--- config.mk ---
export PLATFORM = sky130hd
export DESIGN_NAME = srr_ctrl
export DESIGN_NICKNAME = d
export VERILOG_FILES = /design/src/sv/srr_pkg.sv /design/src/sv/srr_ctrl.sv
export SDC_FILE = /design/constraint.sdc
export NUM_CORES = 1
export LEC_CHECK = 0
export BUFFER_PORTS_ARGS = -buffer_cell sky130_fd_sc_hd__buf_2
export CORE_AREA = 2 2 39 41
export CTS_CLUSTER_DIAMETER = 120
export DETAILED_ROUTE_END_ITERATION = 8
export DIE_AREA = 0 0 41 43
export PLACE_DENSITY_LB_ADDON = 0.12
export SYNTH_ARGS = -nofsm -noshare
export SYNTH_HDL_FRONTEND = slang
export SYNTH_SLANG_ARGS = --single-unit
--- constraint.sdc ---
create_clock -name clk -period 1.31 [get_ports clk]
set_input_delay 0.131 -clock clk [delete_from_list [all_inputs] [get_ports clk]]
set_output_delay 0.131 -clock clk [all_outputs]
set_load 0.1 [all_outputs]
--- src/sv/srr_pkg.sv ---
`default_nettype none
// ----------------------------------------------------------------------------
// srr_pkg: shared types and constants of the scan ray resampler
// Field widths, register indexes, reset values, request types and the controller/datapath interface.
// ----------------------------------------------------------------------------
package srr_pkg;

  localparam int RANGE_W  = 16;
  localparam int RETRO_W  = 16;
  localparam int RAYIDX_W = 10;
  localparam int BEAM_W   = 12;
  localparam int RCOUNT_W = 11;
  localparam int BCOUNT_W = 13;
  localparam int FRAC_W   = 16;
  localparam int CFG_IDX_W  = 3;
  localparam int CFG_DATA_W = 16;

  // configuration register indexes
  localparam logic [CFG_IDX_W-1:0] CFG_RAY_COUNT     = 3'd0;
  localparam logic [CFG_IDX_W-1:0] CFG_BEAM_COUNT    = 3'd1;
  localparam logic [CFG_IDX_W-1:0] CFG_MIN_RANGE     = 3'd2;
  localparam logic [CFG_IDX_W-1:0] CFG_MAX_RANGE     = 3'd3;
  localparam logic [CFG_IDX_W-1:0] CFG_MIN_INTENSITY = 3'd4;

  // reset values of the configuration registers
  localparam logic [RCOUNT_W-1:0] RST_RAY_COUNT     = 11'd720;
  localparam logic [BCOUNT_W-1:0] RST_BEAM_COUNT    = 13'd720;
  localparam logic [RANGE_W-1:0]  RST_MIN_RANGE     = 16'd0;
  localparam logic [RANGE_W-1:0]  RST_MAX_RANGE     = 16'hFFFF;
  localparam logic [RETRO_W-1:0]  RST_MIN_INTENSITY = 16'd101;

  // request types
  localparam logic REQ_LOAD  = 1'b0;
  localparam logic REQ_QUERY = 1'b1;

  typedef struct packed {
    logic load_wr;     // write one ray into the store
    logic query_take;  // latch query index and range check
    logic pos_calc;    // pos multiply, load divider
    logic div_step;    // one divider iteration
    logic mem_rd;      // read rays a and b
    logic interp;      // clamp, weight multiply, intensity average
    logic out_load;    // final add/clamp into output register
  } srr_cmd_t;

  typedef struct packed {
    logic idx_err;
    logic div_last;
    logic out_free;
  } srr_sts_t;

endpackage
`default_nettype wire

--- src/sv/srr_ctrl.sv ---
`default_nettype none
// ----------------------------------------------------------------------------
// srr_ctrl: sequencer of the scan ray resampler
// Accepts items, walks a query through multiply, divide, read and interpolate.
// ----------------------------------------------------------------------------
module srr_ctrl (
  input  wire logic              clk,
  input  wire logic              rst_n,
  input  wire logic              in_valid,
  input  wire logic              in_req_type,
  output logic                   in_ready,
  output srr_pkg::srr_cmd_t      cmd,
  input  wire srr_pkg::srr_sts_t sts
);
  import srr_pkg::*;

  typedef enum logic [5:0] {
    S_IDLE = 6'b000001,
    S_MUL  = 6'b000010,
    S_DIV  = 6'b000100,
    S_RD   = 6'b001000,
    S_MAC  = 6'b010000,
    S_FIN  = 6'b100000
  } state_t;

  state_t state_r, state_nxt;

  always_ff @(posedge clk) begin
    if (!rst_n) begin
      state_r <= S_IDLE;
    end else begin
      state_r <= state_nxt;
    end
  end

  always_comb begin
    state_nxt = state_r;
    cmd       = '0;
    in_ready  = 1'b0;
    case (state_r)
      S_IDLE: begin
        in_ready = 1'b1;
        if (in_valid) begin
          if (in_req_type == REQ_LOAD) begin
            cmd.load_wr = 1'b1;
          end else begin
            cmd.query_take = 1'b1;
            state_nxt      = S_MUL;
          end
        end
      end
      S_MUL: begin
        // out-of-range queries skip straight to the output stage
        if (sts.idx_err) begin
          state_nxt = S_FIN;
        end else begin
          cmd.pos_calc = 1'b1;
          state_nxt    = S_DIV;
        end
      end
      S_DIV: begin
        cmd.div_step = 1'b1;
        if (sts.div_last) begin
          state_nxt = S_RD;
        end
      end
      S_RD: begin
        cmd.mem_rd = 1'b1;
        state_nxt  = S_MAC;
      end
      S_MAC: begin
        cmd.interp = 1'b1;
        state_nxt  = S_FIN;
      end
      S_FIN: begin
        if (sts.out_free) begin
          cmd.out_load = 1'b1;
          state_nxt    = S_IDLE;
        end
      end
      default: begin
        state_nxt = S_IDLE;
      end
    endcase
  end

endmodule
`default_nettype wire

======== After elaboration in Yosys (flattened, before gate mapping) ========
Cells that the tools add are included.
storage, ports and cells
  bits in registers ....................... 6
  input bits .............................. 7
  output and inout bits ................... 8
  word-level logic and storage cells ...... 30
cells by class
  equal/unequal tests ..................... 10
  muxes and demuxes ....................... 18
  reductions and logical operators ........ 1
operators with widths
  cell                  number
  $pmux W6 S6           1
  $mux W6               5
  $mux W1               10
  $ne A2 B2 Y1 const B  4
  $eq A6 B1 Y1 const B  1
  $eq A6 B2 Y1 const B  1
  $eq A6 B3 Y1 const B  1
  $eq A6 B4 Y1 const B  1
  $eq A6 B5 Y1 const B  1
  $eq A6 B6 Y1 const B  1
  $mux W2               2
  $reduce_and A4 Y1     1

======== Longest topological paths before layout ========
Gate-level depths: netlist of the first run.
  depth after elaboration ................. 3
  gate-level depth with buffers ........... 6
  depth with buffers taken out ............ 5

======== Least setup slack after synthesis of the first run ========
No wires, ideal clock.
  kind .................................... register -> output
  from .................................... register state_r[4]
  to ...................................... output cmd[6] (netlist name)
  arrival ................................. 2.509 ns
  slack ................................... -1.330 ns
  cell stages (with the launch flop) ...... 7
  path buffers ............................ 1
  cell sequence ........................... dfxtp_1 buf_4 nor3_1 nand3_1 inv_2 nand2_1 nor2_1
RTL lines
  element                   line            text
  start: declaration        srr_ctrl.sv:26  state_t state_r, state_nxt;
  start signal: assignment  srr_ctrl.sv:32  state_r <= state_nxt;
  end: declaration          srr_ctrl.sv:12  output srr_pkg::srr_cmd_t cmd,

==> results.cfg, run 1 <==
[floorplanning]
std_cell_rows = 14
core_um2 = 1384
start_util = 0.2758
dieArea_um2 = 1763
die_height_um = 43
io_pins = 15
die-width_um = 41

[final_layout]
nNetsFinal = 82
final_cell_mix = buf_4 (12), buf_12 (8), buf_2 (6), nor2_4 (4)
largest-register = state_r
instances_no_fill = 89
drive_gt1_frac = 0.7671
final_util = 0.6112
final_common_cell = buf_4
syn_to_final_growth_pct = 121.6
antennaDiodeCount = 0
largest_reg_flops = 6
reg_top3 = state_r: 6 flops

[routing]
detail-route-antenna-nets = 0
wirelength_mm = 1.113
first_iter_violations = 0
vias = 441
firstDrtPassIters = 1
wire_per_inst_um = 12.51
drt-vias-per-instance = 4.955
drcViolationCount = 0

[cts]
clock-root-buffer = clkbuf_4
cts_tree = yes
clk_pin_slew_ns = 0.04
h-tree-depth = 1
numCtsBuffers = 3
clock_path_buffers = 2
cts.sinks = 6
clock_latency_ns = 0.24
holdBufCountCts = 0

[placed_design]
placed_cells = 82
gp_congestion = 0.6717
dp_hpwl_um = 855
portBuffers = 14

[sta]
fin_crit_ns = 1.520
hold_ws_ns = 0.1322
fmax_mhz = 658.0
fin_setup_tns_ns = -1.174
worst_slew_pin_slew_ns = 0.2669
slew_headroom = 0.8216
finalCritPeriodShare = 1.160
worst_slack_ns = -0.2099
rsz0062_at_grt = true
finClkSkew_ns = 0.0009349
setup_viol = 10
hold_violations = 0
slew_viol_final = 0

[grt]
grt_overflow_total = 0
gr-usage-met3 = 0.02094
grt_pass1_wl_mm = 1.918
met1_usage = 0.1954
grtUsageMet2 = 0.2656
grt-busiest-layer = met2
grt_use_total = 0.1683
grt_pass1_vias = 455
antenna_found_initial = 0
grt_max_degree = 8

[setup_path]
critPathArrivalTime_ns = 1.39
r2r_slack_ns = -0.06
path_cells = nor3_4, nand3_4, inv_12, and3_4, buf_12
slowest_delay_ns = 0.36
worstRegToRegCells = 5
crit_start = state_r[2]
critPathLaunchType = flip-flop
crit_type = flip-flop to output pin
crit_path_end_kind = output pin
crit_end = cmd[5]
r2r_end = state_r[4]
critPathRequiredTime_ns = 1.18
critPathSlowestCell = dfxtp_4
rr_startpoint = state_r[2]
crit_fanout = 4

[synthesis]
yosys.area_share.xor_xnor = 0.02295
synth-compound-area-share = 0.1770
synth.distinct_cells = 26
yosys.area_share.adder = 0
syn-cell-area_um2 = 381.6
synth_top_family_by_area = simple AND/OR/NAND/NOR gates
yosys.area_share.simple = 0.4098
syn_inst = 44
syn-num-nets = 51
syn_area_per_cell_um2 = 8.673
synth_warnings = 0
synth-seq-area-share = 0.3148
synthMuxAreaShare = 0.02623
synth_seq_cells = 6

[status]
outcome = complete, but fails checks
violations = setup timing

[power_and_ir_drop]
p_per_area_nw_per_um2 = 1212
peakVddDrop_uv = 1263
leakage_nw = 0.3975

[hold_path]
hold_path.class = input pin to flip-flop

[run]
cap_violations = 0
==> cells by family (layout without fill, tap and decap cells) <==
logic type,after synthesis,after routing
AND/OR/NAND/NOR,24,24
buffers and inverters,4,33
XOR/XNOR,1,1
AO/OA/AOI/OAI,8,8
multiplexers,1,1
flip-flops,6,6
==> synth_stat cells <==
cell type  number  area share
a2bb2oi_1       1       0.023
a41o_1          1       0.026
and2_1          1       0.016
and3_1          3       0.049
and4b_1         1       0.026
buf_4           1       0.020
dfxtp_1         6        0.31
inv_1           2       0.020
inv_2           1      0.0098
mux2i_1         1       0.026
nand2_1         3       0.030
nand3_1         1       0.013
nand4b_2        1       0.039
nor2_1          4       0.039
nor2_2          1       0.016
nor2_4          1       0.030
nor3_1          4       0.052
nor3b_1         3       0.059
nor4b_2         1       0.039
o2111a_1        1       0.030
o211ai_1        1       0.020
o21a_1          1       0.020
o21ai_0         1       0.013
o21ai_2         1       0.023
o22a_1          1       0.023
xor2_1          1       0.023
==> worst max-delay path: cells and delay by family, from the launching register on <==
family / cells / cell delay, ns
AND/OR/NAND/NOR: 3 / 0.53
buffers and inverters: 2 / 0.25
flip-flops: 1 / 0.36
==> worst min-delay path by stage <==
stage,from,cells past startpoint,to
after floorplan,sts[1],2,state_r[3]
after global placement,sts[1],3,state_r[3]
final,sts[1],3,state_r[3]
after global routing,sts[1],3,state_r[3]
after CTS,rst_n,2,state_r[2]
after detailed placement,rst_n,2,state_r[2]
==> layout make-up <==
class	count	area, um^2
inverter	3	27.53
fill	115	538.0
tap	16	20.02
multi-input combinational	34	349.1
sequential	6	135.1
timing repair buffer	27	291.5
clock buffer	3	22.52
==> power by group <==
group / internal, W / total, W / leakage [nW] / switching, W
combinational: 0.000263 / 0.000623 / 0.332 / 0.000360
sequential: 0.000198 / 0.000232 / 0.0517 / 0.0000334
clock: 0.000104 / 0.000170 / 0.0138 / 0.0000667
total: 0.000565 / 0.00102 / 0.398 / 0.000460
==> layer usage <==
| metal | wire length, um | share of wire |
|---|---|---|
| met1 | 434 | 0.39 |
| met4 | 29 | 0.026 |
| met5 | 0 | 0 |
| met3 | 61 | 0.055 |
| met2 | 588 | 0.53 |
==> per-stage QoR <==
step	power (W)	instance area [um^2]	setup WS, ns
6_report	0.001025	845.8	-0.2099
2_1_floorplan	0.0005893	461.7	-0.2559
3_3_place_gp	0.0007923	728.2	-0.01271
3_5_place_dp	0.0007975	728.2	-0.02699
4_1_cts	0.001004	817.0	-0.2312
5_1_grt	0.001073	845.8	-0.2518
==> repair_timing <==
action | 4_1_cts | 5_1_grt
setup buffers | 3 | 1
gates resized for setup | 13 | 4
endpoints found under the setup margin | 9 | 13
pin swaps | 5 | 5
No activity file was read; power rests on OpenSTA's default activity.
==> run 2: changes to the inputs <==
==> constraint.sdc (replaced) <==
create_clock -name clk -period 1.31 [get_ports clk]
set_input_delay 0.131 -clock clk [delete_from_list [all_inputs] [get_ports clk]]
set_output_delay 0.131 -clock clk [all_outputs]
set_load 0.02 [all_outputs]
==> run 2 against run 1 <==
The flow still finishes with violations (setup timing); wire length rose by 5.8%; sequential cell count did not move; register-to-register slack improved by 0.04 ns; non-clock buffer count rose by 1; global-route usage fell by 0.81 points; clock power fell by 3%; final area fell by 13%; first-iteration DRC count rose by 2; worst setup slack improved by 0.14 ns; largest power group unchanged; worst hold slack got worse by 0.00072 ns; fmax rose by 11%.
==> results.cfg, run 2 (synthesized netlist as in run 1, its figures left out) <==
[status]
outcome = complete, but fails checks
violations = setup timing

[floorplanning]
start_util = 0.2758
std_cell_rows = 14
io_pins = 15
core_um2 = 1384
die_height_um = 43
dieArea_um2 = 1763
die-width_um = 41

[final_layout]
drive_gt1_frac = 0.7297
antennaDiodeCount = 0
largest-register = state_r
multi_input_area_um2 = 329.1
n_fill_cell = 128
syn_to_final_growth_pct = 92.13
nNetsFinal = 83
reg_top3 = state_r: 6 flops
final-seq-area_um2 = 142.6
final_util = 0.5298
final_common_cell = buf_4
final_cell_mix = buf_4 (17), buf_2 (7), dfxtp_4 (6), buf_6 (4)
largest_reg_flops = 6

[cts]
clock-root-buffer = clkbuf_4
cts.sinks = 6
clk_pin_slew_ns = 0.04
clock_path_buffers = 2
numCtsBuffers = 3
cts_tree = yes
clock_latency_ns = 0.24
h-tree-depth = 1

[routing]
wirelength_mm = 1.177
first_iter_violations = 2
wire_per_inst_um = 13.08
vias = 456
drcViolationCount = 0
detail-route-antenna-nets = 0
firstDrtPassIters = 3
drt-vias-per-instance = 5.067

[placed_design]
dp_slack_ns = 0.03027
dp_hpwl_um = 815.9
gp_congestion = 0.7930
portBuffers = 14

[grt]
grt_pass1_vias = 460
grt_overflow_total = 0
grt_use_total = 0.1603
grt_pass1_wl_mm = 1.856
antenna_found_initial = 0
grt_max_degree = 7

[power_and_ir_drop]
finalPower_w = 0.0007525
leakage_nw = 0.3582
p_int_w = 0.0004896
power.switching_w = 0.0002628
combinationalPowerShare = 0.461
clkPwrFrac = 0.219
swShare = 0.3493
peakVddDrop_uv = 720.7
p_per_area_nw_per_um2 = 1026
sequentialPowerShare = 0.320

[sta]
rsz0062_at_grt = true
finalCritPeriodShare = 1.050
worst_slew_pin_slew_ns = 0.2252
fmax_mhz = 727.3
fin_crit_ns = 1.375
finClkSkew_ns = 0.0005621
slew_viol_final = 0
worst_slack_ns = -0.06491
hold_violations = 0
fin_setup_tns_ns = -0.3338
slew_headroom = 0.8492
setup_viol = 8

[hold_path]
min_from = sts[1]
holdPathEnd = state_r[3]
hold_path.class = input pin to flip-flop
hold_path_depth = 3

[setup_path]
crit_start = state_r[4]
worstRegToRegCells = 6
crit_type = flip-flop to output pin
crit_path_end_kind = output pin
crit_fanout = 4
critPathArrivalTime_ns = 1.24
critPathRequiredTime_ns = 1.18
r2r_end = state_r[0]
r2r_slack_ns = -0.02
critPathLaunchType = flip-flop
rr_startpoint = state_r[4]

[run]
cap_violations = 0
run 2: changes by cell type in the layout (fill, tap and decap cells not counted), sizes merged:
cell	delta
inv	+1
buf	+1
clkinvlp	-1
run 2: timing repair:
item                       CTS  global route
hold buffers                 0             0
setup endpoints to repair    8            10
pin swaps                    7             5
buffers inserted             2             1
resized for setup           33             6
run 2: power groups by stage:
stage / clock network, W / logic, W / registers [W]
after floorplan: 0 / 0.000141 / 0.000224
after global placement: 0 / 0.000246 / 0.000228
after detailed placement: 0 / 0.000243 / 0.000228
after CTS: 0.000171 / 0.000303 / 0.000239
after global routing: 0.000182 / 0.000376 / 0.000244
final: 0.000165 / 0.000347 / 0.000241
run 2: critical path: stages, from the launching register on:
cell     delay (ns)
dfxtp_4        0.37
nor3_4         0.18
nand3_2        0.10
inv_2          0.08
and3_4         0.17
buf_6          0.11
run 2: per-stage QoR:
step           area [um^2]  hold slack, ns  std cells
2_1_floorplan        384.1          0.2485         44
3_3_place_gp         549.3          0.3975         84
3_5_place_dp         549.3          0.3920         84
4_1_cts              698.2          0.1268         89
5_1_grt              733.2          0.1335         90
6_report             733.2          0.1315         90
run 2: area by class of cell:
cell class / count / area share
repair buffers: 28 / 0.2833
multi-input cells: 34 / 0.4488
inverters: 3 / 0.01536
clock buffers: 3 / 0.03072
well taps: 16 / 0.02730
flip-flops and latches: 6 / 0.1945
run 2: layer usage:
layer | GRT usage | wire [um]
met4 | 0.08000 | 21
met3 | 0.04712 | 40
met1 | 0.1531 | 448
met5 | 0 | 0
met2 | 0.2844 | 667
run 2: worst max-delay path by stage:
stage	to	slack [ns]	cells past startpoint
after floorplan	cmd[5]	0.003	5
after global placement	cmd[5]	0.006	5
after detailed placement	cmd[5]	0.03	5
after CTS	cmd[5]	-0.07	5
after global routing	cmd[4]	-0.15	4
final	cmd[5]	-0.06	5
